===== config.mk =====
export PLATFORM = sky130hd
export DESIGN_NAME = checksummed_packet_deframer_top
export DESIGN_NICKNAME = d
export VERILOG_FILES = /design/src/rtl/cpd_pkg.sv /design/src/rtl/checksummed_packet_deframer_top.sv /design/src/rtl/cpd_parser.sv /design/src/rtl/cpd_out_seq.sv
export SDC_FILE = /design/constraint.sdc
export NUM_CORES = 1
export LEC_CHECK = 0
export ABC_AREA = 1
export CAP_MARGIN = 10
export CORE_ASPECT_RATIO = 0.8
export CORE_MARGIN = 10
export CORE_UTILIZATION = 50
export CTS_BUF_LIST = sky130_fd_sc_hd__clkbuf_4
export DETAILED_ROUTE_END_ITERATION = 10
export DONT_BUFFER_PORTS = 1
export GPL_ROUTABILITY_DRIVEN = 0
export HOLD_SLACK_MARGIN = 0.12
export MAX_ROUTING_LAYER = met4
export PLACE_DENSITY_LB_ADDON = 0.15
export SLEW_MARGIN = 20
export SYNTH_ARGS = -nofsm -noshare
export SYNTH_HDL_FRONTEND = slang
export SYNTH_HIERARCHICAL = 1
export SYNTH_SLANG_ARGS = --single-unit

===== constraint.sdc =====
create_clock -name clock -period 24.6 [get_ports clock]
set_input_delay 6.15 -clock clock [delete_from_list [all_inputs] [get_ports clock]]
set_output_delay 6.15 -clock clock [all_outputs]
set_load 0.005 [all_outputs]

===== src/rtl/cpd_pkg.sv =====
// ----------------------------------------------------------------------------
// cpd_pkg
// Shared types, codes and helpers for the checksummed packet deframer.
// ----------------------------------------------------------------------------
package cpd_pkg;

   // Receive buffer size; the payload is dropped at BUFFER_BYTES-1 bytes.
   localparam int BUFFER_BYTES = 2048;
   localparam int CNT_W        = $clog2(BUFFER_BYTES);
   localparam int LEN_W        = 11;
   localparam int SAT_W        = (CNT_W > LEN_W) ? CNT_W : LEN_W;
   localparam logic [LEN_W-1:0] LEN_MAX = {LEN_W{1'b1}};

   localparam int MAX_RESULTS = 4;
   localparam int RES_IDX_W   = $clog2(MAX_RESULTS);
   localparam int RES_CNT_W   = $clog2(MAX_RESULTS + 1);

   localparam logic [7:0] CH_DOLLAR = 8'h24;
   localparam logic [7:0] CH_HASH   = 8'h23;
   localparam logic [7:0] CH_COLON  = 8'h3A;
   localparam logic [7:0] CH_PLUS   = 8'h2B;
   localparam logic [7:0] CH_MINUS  = 8'h2D;

   localparam logic [1:0] KIND_PAYLOAD = 2'd0;
   localparam logic [1:0] KIND_TX      = 2'd1;
   localparam logic [1:0] KIND_VERDICT = 2'd2;

   localparam logic [1:0] ST_GOOD     = 2'd0;
   localparam logic [1:0] ST_BAD_SUM  = 2'd1;
   localparam logic [1:0] ST_OVERFLOW = 2'd2;
   localparam logic [1:0] ST_RESTART  = 2'd3;

   localparam logic [1:0] START_NONE = 2'd0;
   localparam logic [1:0] START_SEQ  = 2'd3;

   typedef enum logic [1:0] {
      PH_IDLE = 2'd0,
      PH_DATA = 2'd1,
      PH_HEX1 = 2'd2,
      PH_HEX2 = 2'd3
   } phase_type;

   // data fields packed lowest first: byte_value at bit 0
   typedef struct packed {
      logic [1:0]       kind;
      logic [LEN_W-1:0] payload_length;
      logic [1:0]       payload_start;
      logic [1:0]       status;
      logic [LEN_W-1:0] byte_index;
      logic [7:0]       byte_value;
   } rsp_item_type;

   typedef struct packed {
      logic                              load;
      logic [RES_CNT_W-1:0]              cnt;
      rsp_item_type [MAX_RESULTS-1:0]    item;
   } grp_type;

   // {valid, nibble}
   function automatic logic [4:0] hex_digit(input logic [7:0] c);
      logic [7:0] t;
      logic [4:0] r;
      t = 8'h00;
      r = 5'h00;
      if (c >= 8'h61 && c <= 8'h66) begin
         t = c - 8'h57;
         r = {1'b1, t[3:0]};
      end else if (c >= 8'h30 && c <= 8'h39) begin
         r = {1'b1, c[3:0]};
      end else if (c >= 8'h41 && c <= 8'h46) begin
         t = c - 8'h37;
         r = {1'b1, t[3:0]};
      end
      return r;
   endfunction

   function automatic logic [LEN_W-1:0] sat_len(input logic [CNT_W-1:0] v);
      logic [SAT_W-1:0] w;
      w = SAT_W'(v);
      return (w > SAT_W'(LEN_MAX)) ? LEN_MAX : w[LEN_W-1:0];
   endfunction

endpackage


===== src/rtl/checksummed_packet_deframer_top.sv =====
// ----------------------------------------------------------------------------
// checksummed_packet_deframer_top
// Receives "$payload#hh" packets a byte per beat; emits payload, ack and verdict.
// ----------------------------------------------------------------------------
// Path: a byte taken passes the input register, then the result group register,
//    before its first result beat appears.
// Throughput: one byte per cycle when rsp_tready is high; a byte causing more than one result
//    holds the input until the result group register has drained them one beat at a time.
// Reset: synchronous, active high; idle, waiting for '$', no results pending.
// ----------------------------------------------------------------------------
module checksummed_packet_deframer_top (
   input  logic        clock,
   input  logic        reset,
   input  logic        req_tvalid,
   output logic        req_tready,
   input  logic [7:0]  req_tdata,   // [7:0] rx_byte
   output logic        rsp_tvalid,
   input  logic        rsp_tready,
   output logic [39:0] rsp_tdata,   // [7:0] byte_value, [18:8] byte_index,
                                    // [20:19] status, [22:21] payload_start,
                                    // [33:23] payload_length, rest zero
   output logic [1:0]  rsp_tuser,   // [1:0] kind
   output logic        rsp_tlast
);
   import cpd_pkg::*;

   logic         in_valid_ff, in_valid_in;
   logic [7:0]   in_byte_ff, in_byte_in;
   logic         grp_ready;
   grp_type      grp;
   rsp_item_type item;

   assign req_tready = !in_valid_ff || grp_ready;

   always_comb begin
      in_valid_in = in_valid_ff;
      in_byte_in  = in_byte_ff;
      if (req_tvalid && req_tready) begin
         in_valid_in = 1'b1;
         in_byte_in  = req_tdata;
      end else if (grp_ready) begin
         in_valid_in = 1'b0;
      end
   end

   always_ff @(posedge clock) begin
      if (reset) in_valid_ff <= 1'b0;
      else       in_valid_ff <= in_valid_in;
   end

   always_ff @(posedge clock) begin
      in_byte_ff <= in_byte_in;
   end

   cpd_parser u_parser (
      .clock     (clock),
      .reset     (reset),
      .in_valid  (in_valid_ff),
      .in_byte   (in_byte_ff),
      .grp_ready (grp_ready),
      .grp       (grp)
   );

   cpd_out_seq u_out_seq (
      .clock     (clock),
      .reset     (reset),
      .grp_in    (grp),
      .grp_ready (grp_ready),
      .out_valid (rsp_tvalid),
      .out_ready (rsp_tready),
      .out_item  (item),
      .out_last  (rsp_tlast)
   );

   assign rsp_tuser = item.kind;
   assign rsp_tdata = {6'b0, item.payload_length, item.payload_start, item.status,
                       item.byte_index, item.byte_value};

endmodule


===== src/rtl/cpd_parser.sv =====
// ----------------------------------------------------------------------------
// cpd_parser
// Framing state machine: turns one received byte into a group of zero or more results.
// ----------------------------------------------------------------------------
module cpd_parser (
   input  logic             clock,
   input  logic             reset,
   input  logic             in_valid,
   input  logic [7:0]       in_byte,
   input  logic             grp_ready,
   output cpd_pkg::grp_type grp
);
   import cpd_pkg::*;

   phase_type        phase_ff, phase_in;
   logic [7:0]       running_sum_ff, running_sum_in;
   logic [CNT_W-1:0] payload_count_ff, payload_count_in;
   logic [3:0]       high_nibble_ff, high_nibble_in;
   logic             nibble_bad_ff, nibble_bad_in;
   logic [7:0]       seq_first_ff, seq_first_in;
   logic [7:0]       seq_second_ff, seq_second_in;
   logic             colon_at_two_ff, colon_at_two_in;

   logic             step;
   logic [CNT_W-1:0] count_inc;
   logic             at_limit;
   logic [4:0]       hex;
   logic             sum_good;
   logic             has_seq;

   assign step      = in_valid && grp_ready;
   assign count_inc = payload_count_ff + CNT_W'(1);
   assign at_limit  = count_inc >= CNT_W'(BUFFER_BYTES - 1);
   assign hex       = hex_digit(in_byte);
   assign sum_good  = !nibble_bad_ff && hex[4] && ({high_nibble_ff, hex[3:0]} == running_sum_ff);
   assign has_seq   = (payload_count_ff >= CNT_W'(3)) && colon_at_two_ff;

   // next phase
   always_comb begin
      phase_in = phase_ff;
      if (step) begin
         unique case (phase_ff)
            PH_IDLE: if (in_byte == CH_DOLLAR) phase_in = PH_DATA;
            PH_DATA: begin
               if (in_byte == CH_DOLLAR)    phase_in = PH_DATA;
               else if (in_byte == CH_HASH) phase_in = PH_HEX1;
               else if (at_limit)           phase_in = PH_IDLE;
            end
            PH_HEX1: phase_in = PH_HEX2;
            PH_HEX2: phase_in = PH_IDLE;
            default: phase_in = PH_IDLE;
         endcase
      end
   end

   // datapath updates and result group
   always_comb begin
      running_sum_in   = running_sum_ff;
      payload_count_in = payload_count_ff;
      high_nibble_in   = high_nibble_ff;
      nibble_bad_in    = nibble_bad_ff;
      seq_first_in     = seq_first_ff;
      seq_second_in    = seq_second_ff;
      colon_at_two_in  = colon_at_two_ff;
      grp              = '0;

      if (step) begin
         unique case (phase_ff)
            PH_IDLE: begin
               if (in_byte == CH_DOLLAR) begin
                  running_sum_in   = '0;
                  payload_count_in = '0;
                  high_nibble_in   = '0;
                  nibble_bad_in    = 1'b0;
                  seq_first_in     = '0;
                  seq_second_in    = '0;
                  colon_at_two_in  = 1'b0;
               end
            end
            PH_DATA: begin
               if (in_byte == CH_DOLLAR) begin
                  grp.load                   = 1'b1;
                  grp.cnt                    = RES_CNT_W'(1);
                  grp.item[0].kind           = KIND_VERDICT;
                  grp.item[0].status         = ST_RESTART;
                  grp.item[0].payload_length = sat_len(payload_count_ff);
                  running_sum_in   = '0;
                  payload_count_in = '0;
                  high_nibble_in   = '0;
                  nibble_bad_in    = 1'b0;
                  seq_first_in     = '0;
                  seq_second_in    = '0;
                  colon_at_two_in  = 1'b0;
               end else if (in_byte != CH_HASH) begin
                  grp.load               = 1'b1;
                  grp.cnt                = RES_CNT_W'(1);
                  grp.item[0].kind       = KIND_PAYLOAD;
                  grp.item[0].byte_value = in_byte;
                  grp.item[0].byte_index = sat_len(payload_count_ff);
                  if (payload_count_ff == CNT_W'(0)) seq_first_in = in_byte;
                  if (payload_count_ff == CNT_W'(1)) seq_second_in = in_byte;
                  if (payload_count_ff == CNT_W'(2)) colon_at_two_in = (in_byte == CH_COLON);
                  running_sum_in   = running_sum_ff + in_byte;
                  payload_count_in = count_inc;
                  if (at_limit) begin
                     grp.cnt                    = RES_CNT_W'(2);
                     grp.item[1].kind           = KIND_VERDICT;
                     grp.item[1].status         = ST_OVERFLOW;
                     grp.item[1].payload_length = sat_len(count_inc);
                  end
               end
            end
            PH_HEX1: begin
               if (!hex[4]) begin
                  nibble_bad_in  = 1'b1;
                  high_nibble_in = '0;
               end else begin
                  high_nibble_in = hex[3:0];
               end
            end
            PH_HEX2: begin
               grp.load        = 1'b1;
               grp.item[0].kind = KIND_TX;
               if (!sum_good) begin
                  grp.cnt                    = RES_CNT_W'(2);
                  grp.item[0].byte_value     = CH_MINUS;
                  grp.item[1].kind           = KIND_VERDICT;
                  grp.item[1].status         = ST_BAD_SUM;
                  grp.item[1].payload_length = sat_len(payload_count_ff);
               end else if (has_seq) begin
                  grp.cnt                    = RES_CNT_W'(4);
                  grp.item[0].byte_value     = CH_PLUS;
                  grp.item[1].kind           = KIND_TX;
                  grp.item[1].byte_value     = seq_first_ff;
                  grp.item[2].kind           = KIND_TX;
                  grp.item[2].byte_value     = seq_second_ff;
                  grp.item[3].kind           = KIND_VERDICT;
                  grp.item[3].status         = ST_GOOD;
                  grp.item[3].payload_start  = START_SEQ;
                  grp.item[3].payload_length = sat_len(payload_count_ff);
               end else begin
                  grp.cnt                    = RES_CNT_W'(2);
                  grp.item[0].byte_value     = CH_PLUS;
                  grp.item[1].kind           = KIND_VERDICT;
                  grp.item[1].status         = ST_GOOD;
                  grp.item[1].payload_start  = START_NONE;
                  grp.item[1].payload_length = sat_len(payload_count_ff);
               end
            end
            default: ;
         endcase
      end
   end

   always_ff @(posedge clock) begin
      if (reset) begin
         phase_ff         <= PH_IDLE;
         running_sum_ff   <= '0;
         payload_count_ff <= '0;
         high_nibble_ff   <= '0;
         nibble_bad_ff    <= 1'b0;
         seq_first_ff     <= '0;
         seq_second_ff    <= '0;
         colon_at_two_ff  <= 1'b0;
      end else begin
         phase_ff         <= phase_in;
         running_sum_ff   <= running_sum_in;
         payload_count_ff <= payload_count_in;
         high_nibble_ff   <= high_nibble_in;
         nibble_bad_ff    <= nibble_bad_in;
         seq_first_ff     <= seq_first_in;
         seq_second_ff    <= seq_second_in;
         colon_at_two_ff  <= colon_at_two_in;
      end
   end

   // the checksum byte always produces an answer and a verdict
   a_hex2_answers: assert property (@(posedge clock) disable iff (reset)
      (step && phase_ff == PH_HEX2) |-> (grp.load && grp.cnt >= RES_CNT_W'(2)))
      else $error("checksum byte produced no answer");

   // payload never sits at or above the drop limit
   a_count_bound: assert property (@(posedge clock) disable iff (reset)
      (phase_ff == PH_DATA) |-> (payload_count_ff < CNT_W'(BUFFER_BYTES - 1)))
      else $error("payload count past drop limit");

endmodule


===== src/rtl/cpd_out_seq.sv =====
// ----------------------------------------------------------------------------
// cpd_out_seq
// Result group register; hands out its results one beat at a time.
// ----------------------------------------------------------------------------
module cpd_out_seq (
   input  logic                  clock,
   input  logic                  reset,
   input  cpd_pkg::grp_type      grp_in,
   output logic                  grp_ready,
   output logic                  out_valid,
   input  logic                  out_ready,
   output cpd_pkg::rsp_item_type out_item,
   output logic                  out_last
);
   import cpd_pkg::*;

   logic                                grp_valid_ff, grp_valid_in;
   logic [RES_IDX_W-1:0]                idx_ff, idx_in;
   logic [RES_CNT_W-1:0]                cnt_ff, cnt_in;
   rsp_item_type [MAX_RESULTS-1:0]      item_ff, item_in;

   assign out_valid = grp_valid_ff;
   assign out_item  = item_ff[idx_ff];
   assign out_last  = RES_CNT_W'(idx_ff) == (cnt_ff - RES_CNT_W'(1));
   // a new group may load while the last beat of the current one leaves
   assign grp_ready = !grp_valid_ff || (out_ready && out_last);

   always_comb begin
      grp_valid_in = grp_valid_ff;
      idx_in       = idx_ff;
      cnt_in       = cnt_ff;
      item_in      = item_ff;
      if (grp_in.load) begin
         grp_valid_in = 1'b1;
         idx_in       = '0;
         cnt_in       = grp_in.cnt;
         item_in      = grp_in.item;
      end else if (grp_valid_ff && out_ready) begin
         if (out_last) grp_valid_in = 1'b0;
         else          idx_in       = idx_ff + RES_IDX_W'(1);
      end
   end

   always_ff @(posedge clock) begin
      if (reset) begin
         grp_valid_ff <= 1'b0;
         idx_ff       <= '0;
         cnt_ff       <= '0;
      end else begin
         grp_valid_ff <= grp_valid_in;
         idx_ff       <= idx_in;
         cnt_ff       <= cnt_in;
      end
   end

   always_ff @(posedge clock) begin
      item_ff <= item_in;
   end

   a_idx_in_range: assert property (@(posedge clock) disable iff (reset)
      grp_valid_ff |-> (RES_CNT_W'(idx_ff) < cnt_ff))
      else $error("result index beyond group size");

   a_load_when_ready: assert property (@(posedge clock) disable iff (reset)
      grp_in.load |-> grp_ready)
      else $error("group loaded over pending results");

   a_cnt_range: assert property (@(posedge clock) disable iff (reset)
      grp_in.load |-> (grp_in.cnt != '0 && grp_in.cnt <= RES_CNT_W'(MAX_RESULTS)))
      else $error("bad result count");

endmodule

## Yosys cells after proc, flatten, opt, wreduce, memory -nomap -nowiden

Index checks and enable logic that the tools add are counted.

- Logic and storage cells: 180
- Latch bits: 0
- Bits in read-only memories: 0
- Bits in registers: 144
- Memories kept: 0
- RAM bits: 0
- Input bits: 12

- Equal/unequal tests: 19
- Divide/modulo/power cells: 0
- $mul: 0
- Bitwise operators: 4
- Reductions and logical operators: 38
- $add $sub $neg: 6
- Shifts and indexed selects: 0
- Multiplexer cells: 73
- Order comparisons: 11

Operators by type and width:

| cell | number |
|---|---|
| two-way mux 8 bit | 11 |
| binary-select mux 36 bit (select 2 bit) | 1 |
| one-hot mux 8 bit (2 select lines) | 4 |
| two-way mux 11 bit | 5 |
| two-way mux 13 bit | 4 |
| two-way mux 17 bit | 3 |
| two-way mux 36 bit | 1 |
| one-hot mux 13 bit (2 select lines) | 1 |
| equality test 8 x 6 -> 1 bit, second input constant | 3 |
| two-way mux 2 bit | 12 |
| > comparator 11 bit, second input constant | 2 |
| one-hot mux 11 bit (2 select lines) | 1 |
| two-way mux 21 bit | 1 |
| >= comparator 8 x 7 -> 1 bit, second input constant | 2 |
| <= comparator 8 x 7 -> 1 bit, second input constant | 2 |
| two-way mux 4 bit | 4 |
| one-hot mux 4 bit (2 select lines) | 2 |
| two-way mux 15 bit | 1 |
| two-way mux 5 bit | 3 |
| AND reduction 5 bit | 3 |
| != test 3 x 1 -> 1 bit, second input constant | 4 |
| AND reduction 3 bit | 4 |
| AND reduction 4 bit | 3 |
| adder 11 x 1 -> 11 bit, second input constant | 1 |
| other kinds (34) | 73 |

## Longest topological paths before layout

Gate-level depths: netlist (run 1).

- Depth after elaboration: 12
- Gate-level depth with buffers: 19
- Depth with buffers taken out: 18

## Modules after synthesis

The synthesis (run 1) kept the hierarchy.

Modules (own cells, without submodules):

| module | instances | cells an instance | area each (um^2) | seq. area each (um^2) |
|---|---|---|---|---|
| cpd_out_seq | 1 | 391 | 5675.4 | 4444.3 |
| cpd_parser | 1 | 593 | 3913.8 | 860.8 |
| checksummed_packet_deframer_top | 1 | 21 | 336.6 | 260.2 |

## Worst setup path after synthesis (run 1)

OpenSTA, ideal clock, no wires.

- Path kind: input to register
- Start: input rsp_tready
- End: register u_out_seq.cnt_ff[0]
- Stages: 8
- Slack: 5538 ps
- Setup time: 116 ps
- Arrival time: 18946 ps
- Data required time: 24484 ps
- Cell sequence: nand4_1 > nand2_1 > nand2_1 > nor2_1 > inv_1 > o21ai_0 > inv_1 > a211oi_1

RTL lines:

| element | line | source |
|---|---|---|
| start, declared | checksummed_packet_deframer_top.sv:18 | `input logic rsp_tready,` |
| end signal, assigned | cpd_out_seq.sv:52 | `cnt_ff <= cnt_in;` |
| end, declared | cpd_out_seq.sv:19 | `logic [RES_CNT_W-1:0] cnt_ff, cnt_in;` |

## Worst setup path in the final report (run 1)

- Start: input rsp_tready
- End: output req_tready

- Longest elaborated chain between the ends: 3

RTL lines:

| element | line | source |
|---|---|---|
| logical AND 1 bit | cpd_out_seq.sv:26 | `assign grp_ready = !grp_valid_ff \|\| (out_ready && out_last);` |
| logical OR 1 bit | cpd_out_seq.sv:26 |  |
| net grp_ready | checksummed_packet_deframer_top.sv:29 | `logic grp_ready;` |
| logical OR 1 bit | checksummed_packet_deframer_top.sv:33 | `assign req_tready = !in_valid_ff \|\| grp_ready;` |
| end, declared | checksummed_packet_deframer_top.sv:15 | `output logic req_tready,` |

The timed path passes the listed nets, and every way through them passes these cells.

==> summary.txt, run 1 <==
Outcome = completed
Final period demand of the worst path = 12.76 ns
Setup bufs post-CTS = 0
Achievable Freq = 78.3 MHz
Hold Path End = u_parser/seq_second_ff[7]
Fillers = 1861
PostCTS Resize Cnt = 0
Worst r2r src = u_out_seq/idx_ff[1]
Setup crit start kind = input pin
Slew headroom = 0.443
Vias in the first global route = 6366
Routed wire per std cell = 15.9 um
Fin cells = 1323
Die W = 178 um
Routed vias = 6586
Initial core utilization = 0.504
Max Cap Viol = 0
Worst hold slack = 0.463 ns
Fin. Hold Viols = 0
Max clock buf depth = 3
Post-DP HPWL = 13200 um
Die ar. = 25900 um2
Post-placement cell area = 9710 um2
Critical path's top delay family = simple AND/OR/NAND/NOR gates
PwrDens = 64.2 nW/um2
Nets = 1045
Clk sinks = 202
Fraction of registers with async set/reset = 0
DRC Markers = 0
Synth Area per Inst = 9.88 um2
Top FF cell, synth = edfxtp_1
Worst hold-check path type = register to register
Synth cell types = 47
First-pass GRT wire length = 33700 um
Initial DRC count = 430
Post-route clock skew = 0.0325 ns
Largest net degree at the start of global routing = 90
Via density = 4.98
Port-buffer cells = 0
Crit Path Max Fanout = 3
CP max stage delay = 0.22 ns
Initial antenna violation count = 1
Crit path kind = input pin to output pin
Worst-Margin Slew = 0.836 ns
Ratio of cells with drive above 1 in the final layout = 0.152
R2R depth = 14
Antenna-violating nets left = 0
Register bit count reported by yosys = 202
WP data required = 18.45 ns
Total GRT Usage = 0.166
Sequential share of the synthesized area = 0.561
Total grt overflow = 0
RSZ-0062 raised after global routing = no
Total core area = 19700 um2
Clk pin slew, worst setup/hold paths = 0.06 ns
Worst path cell trace = nand4_1, nand2_1, inv_2, nand2_2
Setup_tns = 0 ns
Clk_lat worst skew = 0.65 ns
Final instance area = 10400 um2
Site Rows = 46
Drt first pass iters = 5
Period utilization = 0.519
Die height = 146 um
R2r endpoint = u_out_seq/cnt_ff[1]
Placed insts = 1226
H-Tree Depth = 2
Clk root buf = clkbuf_4
Post-Route WL = 21000 um
Peak VDD IR = 0.0000297 V
Post-Syn Area = 9930 um2
CTS tree = done
WP buf/inv = 1
Beginning of the worst hold path = u_parser/seq_second_ff[7]
I/O pins = 57
CP Capture Type = output pin
Worst R2R Setup Slack = 19.82 ns
Final Slew Violations = 0
Ys Warns = 6
Critical Path AT = 6.61 ns
Layout area overhead = 4.90%
Syn Inst Count = 1005
Setup violators final = 0
CTS Buf Count = 52
Slowest-stage cell, CP = nand2_1
Leakage power = 3.69 nW
Hold Path Stages = 2
Post-CTS Hold Fix Bufs = 0
Post-synth EDFFs = 152
## kinds of logic after synthesis
kind of cell | count (synthesis) | share of synthesized area
AO/OA/AOI/OAI | 210 | 0.115
AND/OR/NAND/NOR | 354 | 0.166
XOR/XNOR | 17 | 0.0165
other | 2 | 0.000757
adder cells (fa/ha/maj) | 17 | 0.0222
flip-flops | 202 | 0.561
buffers and inverters | 203 | 0.118
## per-layer routing
layer / track usage / routed length, um / up-vias
met4: 0.0545 / 403 / 0
met2: 0.239 / 9240 / 156
met1: 0.225 / 10100 / 3057
met5: - / 0 / -
met3: 0.0425 / 1250 / 31
li1: - / - / 3342
## where the power goes
part / leakage, nW / switching (W) / total (W) / internal [W]
Sequential: 1.67 / 0.00000193 / 0.000367 / 0.000365
Clock: 0.420 / 0.000133 / 0.000292 / 0.000159
Combinational: 1.61 / 0.00000717 / 0.00000990 / 0.00000273
Total: 3.69 / 0.000142 / 0.000668 / 0.000526
## cell usage after synthesis, types with 5 or more instances
master / n / share of area
o21ai_1: 42 / 0.021
xnor2_1: 5 / 0.0044
nor2_4: 15 / 0.017
buf_6: 12 / 0.014
nor2_1: 147 / 0.056
inv_1: 75 / 0.028
nand4_1: 8 / 0.0050
ha_1: 16 / 0.020
buf_2: 11 / 0.0055
dfxtp_1: 50 / 0.10
nand3_2: 6 / 0.0061
nand3_1: 31 / 0.016
inv_2: 8 / 0.0030
nand2_2: 8 / 0.0050
edfxtp_1: 152 / 0.46
nand2_1: 110 / 0.042
o22ai_1: 37 / 0.023
a21oi_1: 55 / 0.028
nor3_1: 9 / 0.0045
clkbuf_1: 12 / 0.0045
o21ai_0: 62 / 0.031
buf_4: 78 / 0.059
nor2_2: 14 / 0.0088
xor2_1: 10 / 0.0088
## cell usage in the layout (no fill, tap or decap), drive strengths merged
master	instances
ha	16
buf	4
clkinv	10
nor2	176
xnor2	7
inv	87
dfxtp	50
diode	1
a22oi	1
o211ai	2
or2	1
o21a	1
a31oi	1
nand3	37
o221a	1
clkbuf	87
edfxtp	152
fa	1
nor3	10
o21ai	105
a211oi	3
xor2	10
o22ai	37
conb	70
nand3b	2
a21oi	58
nand4	9
nand2	119
a21boi	1
## how the worst max path moves through the flow
stage / from / to / slack, ns / depth (start not counted)
CTS: rsp_tready / req_tready / 11.83 / 4
finish: rsp_tready / req_tready / 11.84 / 4
global route: rsp_tready / req_tready / 11.80 / 4
detailed placement: rsp_tready / req_tready / 11.83 / 4
global placement: rsp_tready / req_tready / 11.84 / 4
floorplan: rsp_tready / u_out_seq/cnt_ff[0] / 5.54 / 8
## sequential cells by signal, summed over array words and instances (netlist names), named ones only
signal and cells:
u_parser/seq_first_ff 8, u_out_seq/cnt_ff 3, u_parser/nibble_bad_ff 1, u_parser/phase_ff 1, u_out_seq/item_ff 144, in_valid_ff 1, u_parser/payload_count_ff 11, u_parser/high_nibble_ff 4
u_parser/colon_at_two_ff 1, u_parser/running_sum_ff 8, u_parser/seq_second_ff 8, in_byte_ff 8, u_out_seq/idx_ff 2, u_out_seq/out_valid 1
## worst min-delay path, cell delays in order (launching register included)
cell     delay (ns)
dfxtp_1        0.29
inv_1          0.06
a21oi_1        0.06
## cell type report
cell class / instances / area (um2) / area share
Timing Repair Buffer: 4 / 33.8 / 0.00324
Sequential cell: 202 / 5570 / 0.535
Tap cell: 264 / 330 / 0.0317
Multi-Input combinational cell: 668 / 3450 / 0.332
Clock inverter: 9 / 38.8 / 0.00373
Antenna cell: 1 / 2.50 / 0.000240
Inverter: 88 / 335 / 0.0322
Clock buffer: 87 / 653 / 0.0627
## through the flow
step / power [W] / util / setup slack, ns
global placement: 0.000383 / 0.494 / 11.84
detailed placement: 0.000383 / 0.494 / 11.83
CTS: 0.000678 / 0.529 / 11.83
finish: 0.000668 / 0.529 / 11.84
floorplan: 0.000390 / - / 5.54
global route: 0.000698 / 0.529 / 11.80
Power figures use the tool's default switching activity.
==> run 2: changes to the inputs <==
==> constraint.sdc (replaced) <==
create_clock -name clock -period 10.8 [get_ports clock]
set_input_delay 2.7 -clock clock [delete_from_list [all_inputs] [get_ports clock]]
set_output_delay 2.7 -clock clock [all_outputs]
set_load 0.005 [all_outputs]
==> summary.txt, run 2 (same netlist as run 1, synthesis figures left out) <==
CTS tree = done
Achievable Freq = 172 MHz
PostCTS Resize Cnt = 0
Vias in the first global route = 6184
CTS Buf Count = 51
R2R depth = 14
Die ar. = 25900 um2
Leakage power = 3.70 nW
Crit path depth = 4
Initial core utilization = 0.504
Worst hold-check path type = register to register
Total grt overflow = 0
Clk_lat worst skew = 0.67 ns
CP max stage delay = 0.19 ns
Clk root buf = clkbuf_4
I/O pins = 57
Port-buffer cells = 0
Die W = 178 um
Antenna-violating nets left = 0
RSZ-0062 raised after global routing = no
Clk sinks = 202
Max clock buf depth = 3
Final worst slack = 4.97 ns
Total core area = 19700 um2
Seq. cell area = 5570 um2
Crit Path Max Fanout = 3
Max reg flops = 144
Final period demand of the worst path = 5.83 ns
Outcome = completed
Period utilization = 0.540
First-pass GRT wire length = 33900 um
Slowest-stage cell, CP = nand2_1
Largest net degree at the start of global routing = 82
Footprint of the multi-input gates = 3450 um2
Peak VDD IR = 0.0000899 V
Crit path kind = input pin to output pin
Routed wire per std cell = 15.9 um
Ratio of cells with drive above 1 in the final layout = 0.149
Max Cap Viol = 0
Top reg by flops = u_out_seq/item_ff
Initial antenna violation count = 1
Hold Path Stages = 2
Site Rows = 46
Setup_tns = 0 ns
Critical path's top delay family = simple AND/OR/NAND/NOR gates
Worst-Margin Slew = 0.999 ns
Slew headroom = 0.334
Die height = 146 um
Setup crit start kind = input pin
Post-Route WL = 21100 um
Fin. Hold Viols = 0
Final Slew Violations = 0
Critical Path AT = 3.13 ns
Post-CTS Hold Fix Bufs = 0
Drt first pass iters = 5
Initial DRC count = 566
Total GRT Usage = 0.168
Most common cell after layout, fill and taps aside = edfxtp_1
Post-route clock skew = 0.0492 ns
Worst path cell trace = nand4_1, nand2_1, inv_2, nand2_2
WP data required = 8.10 ns
Pwr Total = 0.00153 W
WP buf/inv = 1
CP Capture Type = output pin
Fillers = 1880
Layout area overhead = 5.00%
Nets = 1044
Via density = 4.98
Setup bufs post-CTS = 0
Routed vias = 6600
DP Worst Slack = 4.65 ns
DRC Markers = 0
H-Tree Depth = 2
Setup violators final = 0
PwrDens = 147 nW/um2
Post-DP HPWL = 13400 um
Clk pin slew, worst setup/hold paths = 0.06 ns
Commonest cells after routing, fill and taps aside = 152 x edfxtp_1, 147 x nor2_1, 110 x nand2_1
Largest registers = u_out_seq/item_ff: 144 flops, u_parser/payload_count_ff: 11 flops
-- run 2: where the power goes --
group	switching, W	total (W)	internal [W]
Clock	0.000305	0.000677	0.000372
Combinational	0.0000166	0.0000228	0.00000622
Sequential	0.00000416	0.000835	0.000830
Total	0.000326	0.00153	0.00121
-- run 2: worst register-to-register path, cell delays in order (launching register included) --
cell and delay (ns):
dfxtp_1 0.30, buf_4 0.28, inv_2 0.64, nand2_1 0.11
nand2_1 0.14, nand4_1 0.09, nand2_1 0.19, nand2_1 0.25
nor2_1 0.35, inv_1 0.23, o21ai_4 0.09, buf_4 0.75
buf_4 0.85, inv_1 0.29, a211oi_1 0.25
-- run 2: layer usage --
layer / wire length (um) / part of all wire / GRT usage / vias to the layer above
li1: - / - / - / 3332
met2: 9250 / 0.44 / 0.240 / 164
met3: 1190 / 0.056 / 0.0381 / 33
met5: 0 / 0 / - / -
met4: 403 / 0.019 / 0.0541 / 0
met1: 10300 / 0.49 / 0.232 / 3071
-- run 2: final timing paths --
kind | startpoint | end | slack, ns
worst max-delay path | rsp_tready | req_tready | 4.97
worst min-delay path | u_parser/seq_second_ff[7] | u_parser/seq_second_ff[7] | 0.47
worst max register to register | u_out_seq/idx_ff[1] | u_out_seq/cnt_ff[0] | 5.91
worst min register to register | u_parser/seq_second_ff[7] | u_parser/seq_second_ff[7] | 0.47
-- run 2: per-stage QoR --
| step | cell area [um2] | hold WS [ns] | std cells | util |
|---|---|---|---|---|
| 2_1_floorplan | 10200 | 0.430 | 1073 | - |
| 3_3_place_gp | 9710 | 0.444 | 1226 | 0.494 |
| 3_5_place_dp | 9710 | 0.453 | 1226 | 0.494 |
| 4_1_cts | 10400 | 0.463 | 1321 | 0.529 |
| 5_1_grt | 10400 | 0.488 | 1324 | 0.529 |
| 6_report | 10400 | 0.465 | 1324 | 0.529 |
-- run 2: cell type report --
cell class                      count  share of cell area
Timing Repair Buffer                4             0.00288
Multi-Input combinational cell    668               0.331
Tap cell                          264              0.0317
Clock inverter                     12             0.00744
Clock buffer                       83              0.0598
Sequential cell                   202               0.534
Antenna cell                        3            0.000720
Inverter                           88              0.0322
==> run 3: changes to the inputs <==
==> constraint.sdc (replaced) <==
create_clock -name clock -period 4.97 [get_ports clock]
set_input_delay 1.2425 -clock clock [delete_from_list [all_inputs] [get_ports clock]]
set_output_delay 1.2425 -clock clock [all_outputs]
set_load 0.005 [all_outputs]
==> summary.txt, run 3 (same netlist as run 1, synthesis figures left out) <==
Outcome = completed
Ratio of cells with drive above 1 in the final layout = 0.149
Clock power share = 0.433
Pint = 0.00258 W
CP Capture Type = register
Initial DRC count = 448
Crit path kind = register to register
H-Tree Depth = 2
Initial core utilization = 0.504
Slew headroom = 0.435
Total grt overflow = 0
Clk pin slew, worst setup/hold paths = 0.06 ns
Post-layout util = 0.531
Die ar. = 25900 um2
Antenna-violating nets left = 0
Vias in the first global route = 6440
Final period demand of the worst path = 3.75 ns
Largest registers = u_out_seq/item_ff: 144 flops, u_parser/payload_count_ff: 11 flops
Setup crit start kind = register
Layout area overhead = 5.29%
Worst-Margin Slew = 0.848 ns
Achievable Freq = 267 MHz
Hold Path Stages = 2
Max Cap Viol = 0
Post-DP HPWL = 14000 um
Initial antenna violation count = 1
Clk sinks = 202
Worst hold-check path type = register to register
R2r endpoint = u_parser/running_sum_ff[5]
Leakage power = 3.69 nW
Largest net degree at the start of global routing = 74
CTS Buf Count = 51
Routed wire per std cell = 16.2 um
DRC Markers = 0
Worst R2R Setup Slack = 1.22 ns
Total GRT Usage = 0.170
WP data required = 5.55 ns
Crit Path Max Fanout = 26
Post-CTS Hold Fix Bufs = 0
Clk root buf = clkbuf_4
Post-placement cell area = 9780 um2
First-pass GRT wire length = 34900 um
Post-Route WL = 21400 um
Setup_tns = 0 ns
Net Sw Frac = 0.214
Fillers = 1820
Setup violators final = 0
Worst hold slack = 0.477 ns
PwrDens = 314 nW/um2
Via density = 5.00
Clk_lat worst skew = 0.66 ns
PostCTS Resize Cnt = 0
Site Rows = 46
RSZ-0062 raised after global routing = no
Hold Path End = u_parser/high_nibble_ff[3]
Sw Pwr = 0.000703 W
Period utilization = 0.754
Routed vias = 6611
Port-buffer cells = 0
Final Slew Violations = 0
Die height = 146 um
Beginning of the worst hold path = u_parser/high_nibble_ff[3]
Total core area = 19700 um2
Setup bufs post-CTS = 0
Drt first pass iters = 5
Max reg flops = 144
Fin. Hold Viols = 0
Critical Path AT = 4.33 ns
Die W = 178 um
Most common cell after layout, fill and taps aside = edfxtp_1
Commonest cells after routing, fill and taps aside = 152 x edfxtp_1, 146 x nor2_1, 110 x nand2_1
Final instance area = 10500 um2
Top reg by flops = u_out_seq/item_ff
Peak VDD IR = 0.000164 V
Nets = 1047
Logic pwr share = 0.015
Pwr Total = 0.00329 W
R2R depth = 16
CTS tree = done
I/O pins = 57
Flop pwr share = 0.552
Post-route clock skew = 0.0296 ns
Max clock buf depth = 3
Worst r2r src = u_out_seq/idx_ff[1]
## run 3: how the worst max path moves through the flow
stage / startpoint / end / slack, ns / depth (start not counted)
after floorplan: rsp_tready / u_out_seq/cnt_ff[0] / 0.01 / 8
after global placement: rsp_tready / u_parser/running_sum_ff[5] / 1.10 / 12
after detailed placement: rsp_tready / u_parser/running_sum_ff[5] / 1.02 / 12
after CTS: u_out_seq/idx_ff[1] / u_parser/running_sum_ff[5] / 1.21 / 16
after global routing: u_out_seq/idx_ff[1] / u_parser/running_sum_ff[5] / 0.74 / 16
final: u_out_seq/idx_ff[1] / u_parser/running_sum_ff[5] / 1.22 / 16
## run 3: layout make-up
class / count / area [um2] / share of cell area
tap: 264 / 330 / 0.0316
clock inverter: 13 / 81.3 / 0.00778
sequential: 202 / 5570 / 0.533
clock buffer: 78 / 586 / 0.0560
timing repair buffer: 7 / 90.1 / 0.00862
antenna: 1 / 2.50 / 0.000239
multi-input combinational: 668 / 3460 / 0.331
inverter: 88 / 335 / 0.0321
## run 3: worst max-delay path, cell delays in order (launching register included)
cell and delay [ns]:
dfxtp_1 0.49, buf_4 0.33, inv_2 0.09, nand2_1 0.05, nand2_1 0.09, nand4_1 0.09, nand2_1 0.16, nand2_1 0.28
nor2_4 0.23, inv_1 0.12, nand2_1 0.11, nand3b_2 0.39, nor2_4 0.47, inv_1 0.37, a21oi_1 0.20, o21ai_0 0.10
a21oi_1 0.12
## run 3: stage by stage
stage	instances	worst slack (ns)
3_5_place_dp	1229	1.02
6_report	1321	1.22
3_3_place_gp	1229	1.10
4_1_cts	1320	1.21
5_1_grt	1321	0.742
2_1_floorplan	1073	0.0108
## run 3: power by group through the flow
stage          registers (W)  logic (W)  clock network [W]
6_report             0.00181  0.0000501            0.00142
3_3_place_gp         0.00185  0.0000475                  0
3_5_place_dp         0.00185  0.0000480                  0
5_1_grt              0.00181  0.0000596            0.00156
2_1_floorplan        0.00185  0.0000844                  0
4_1_cts              0.00181  0.0000482            0.00148
## run 3: metal layers
layer  vias up  share of wire  wire, um  global-route usage
li1       3333              -         -                   -
met1      3111           0.50     10700               0.245
met2       143           0.43      9210               0.233
met3        24          0.054      1150              0.0420
met4         0          0.013       286              0.0487
met5         -              0         0                   -
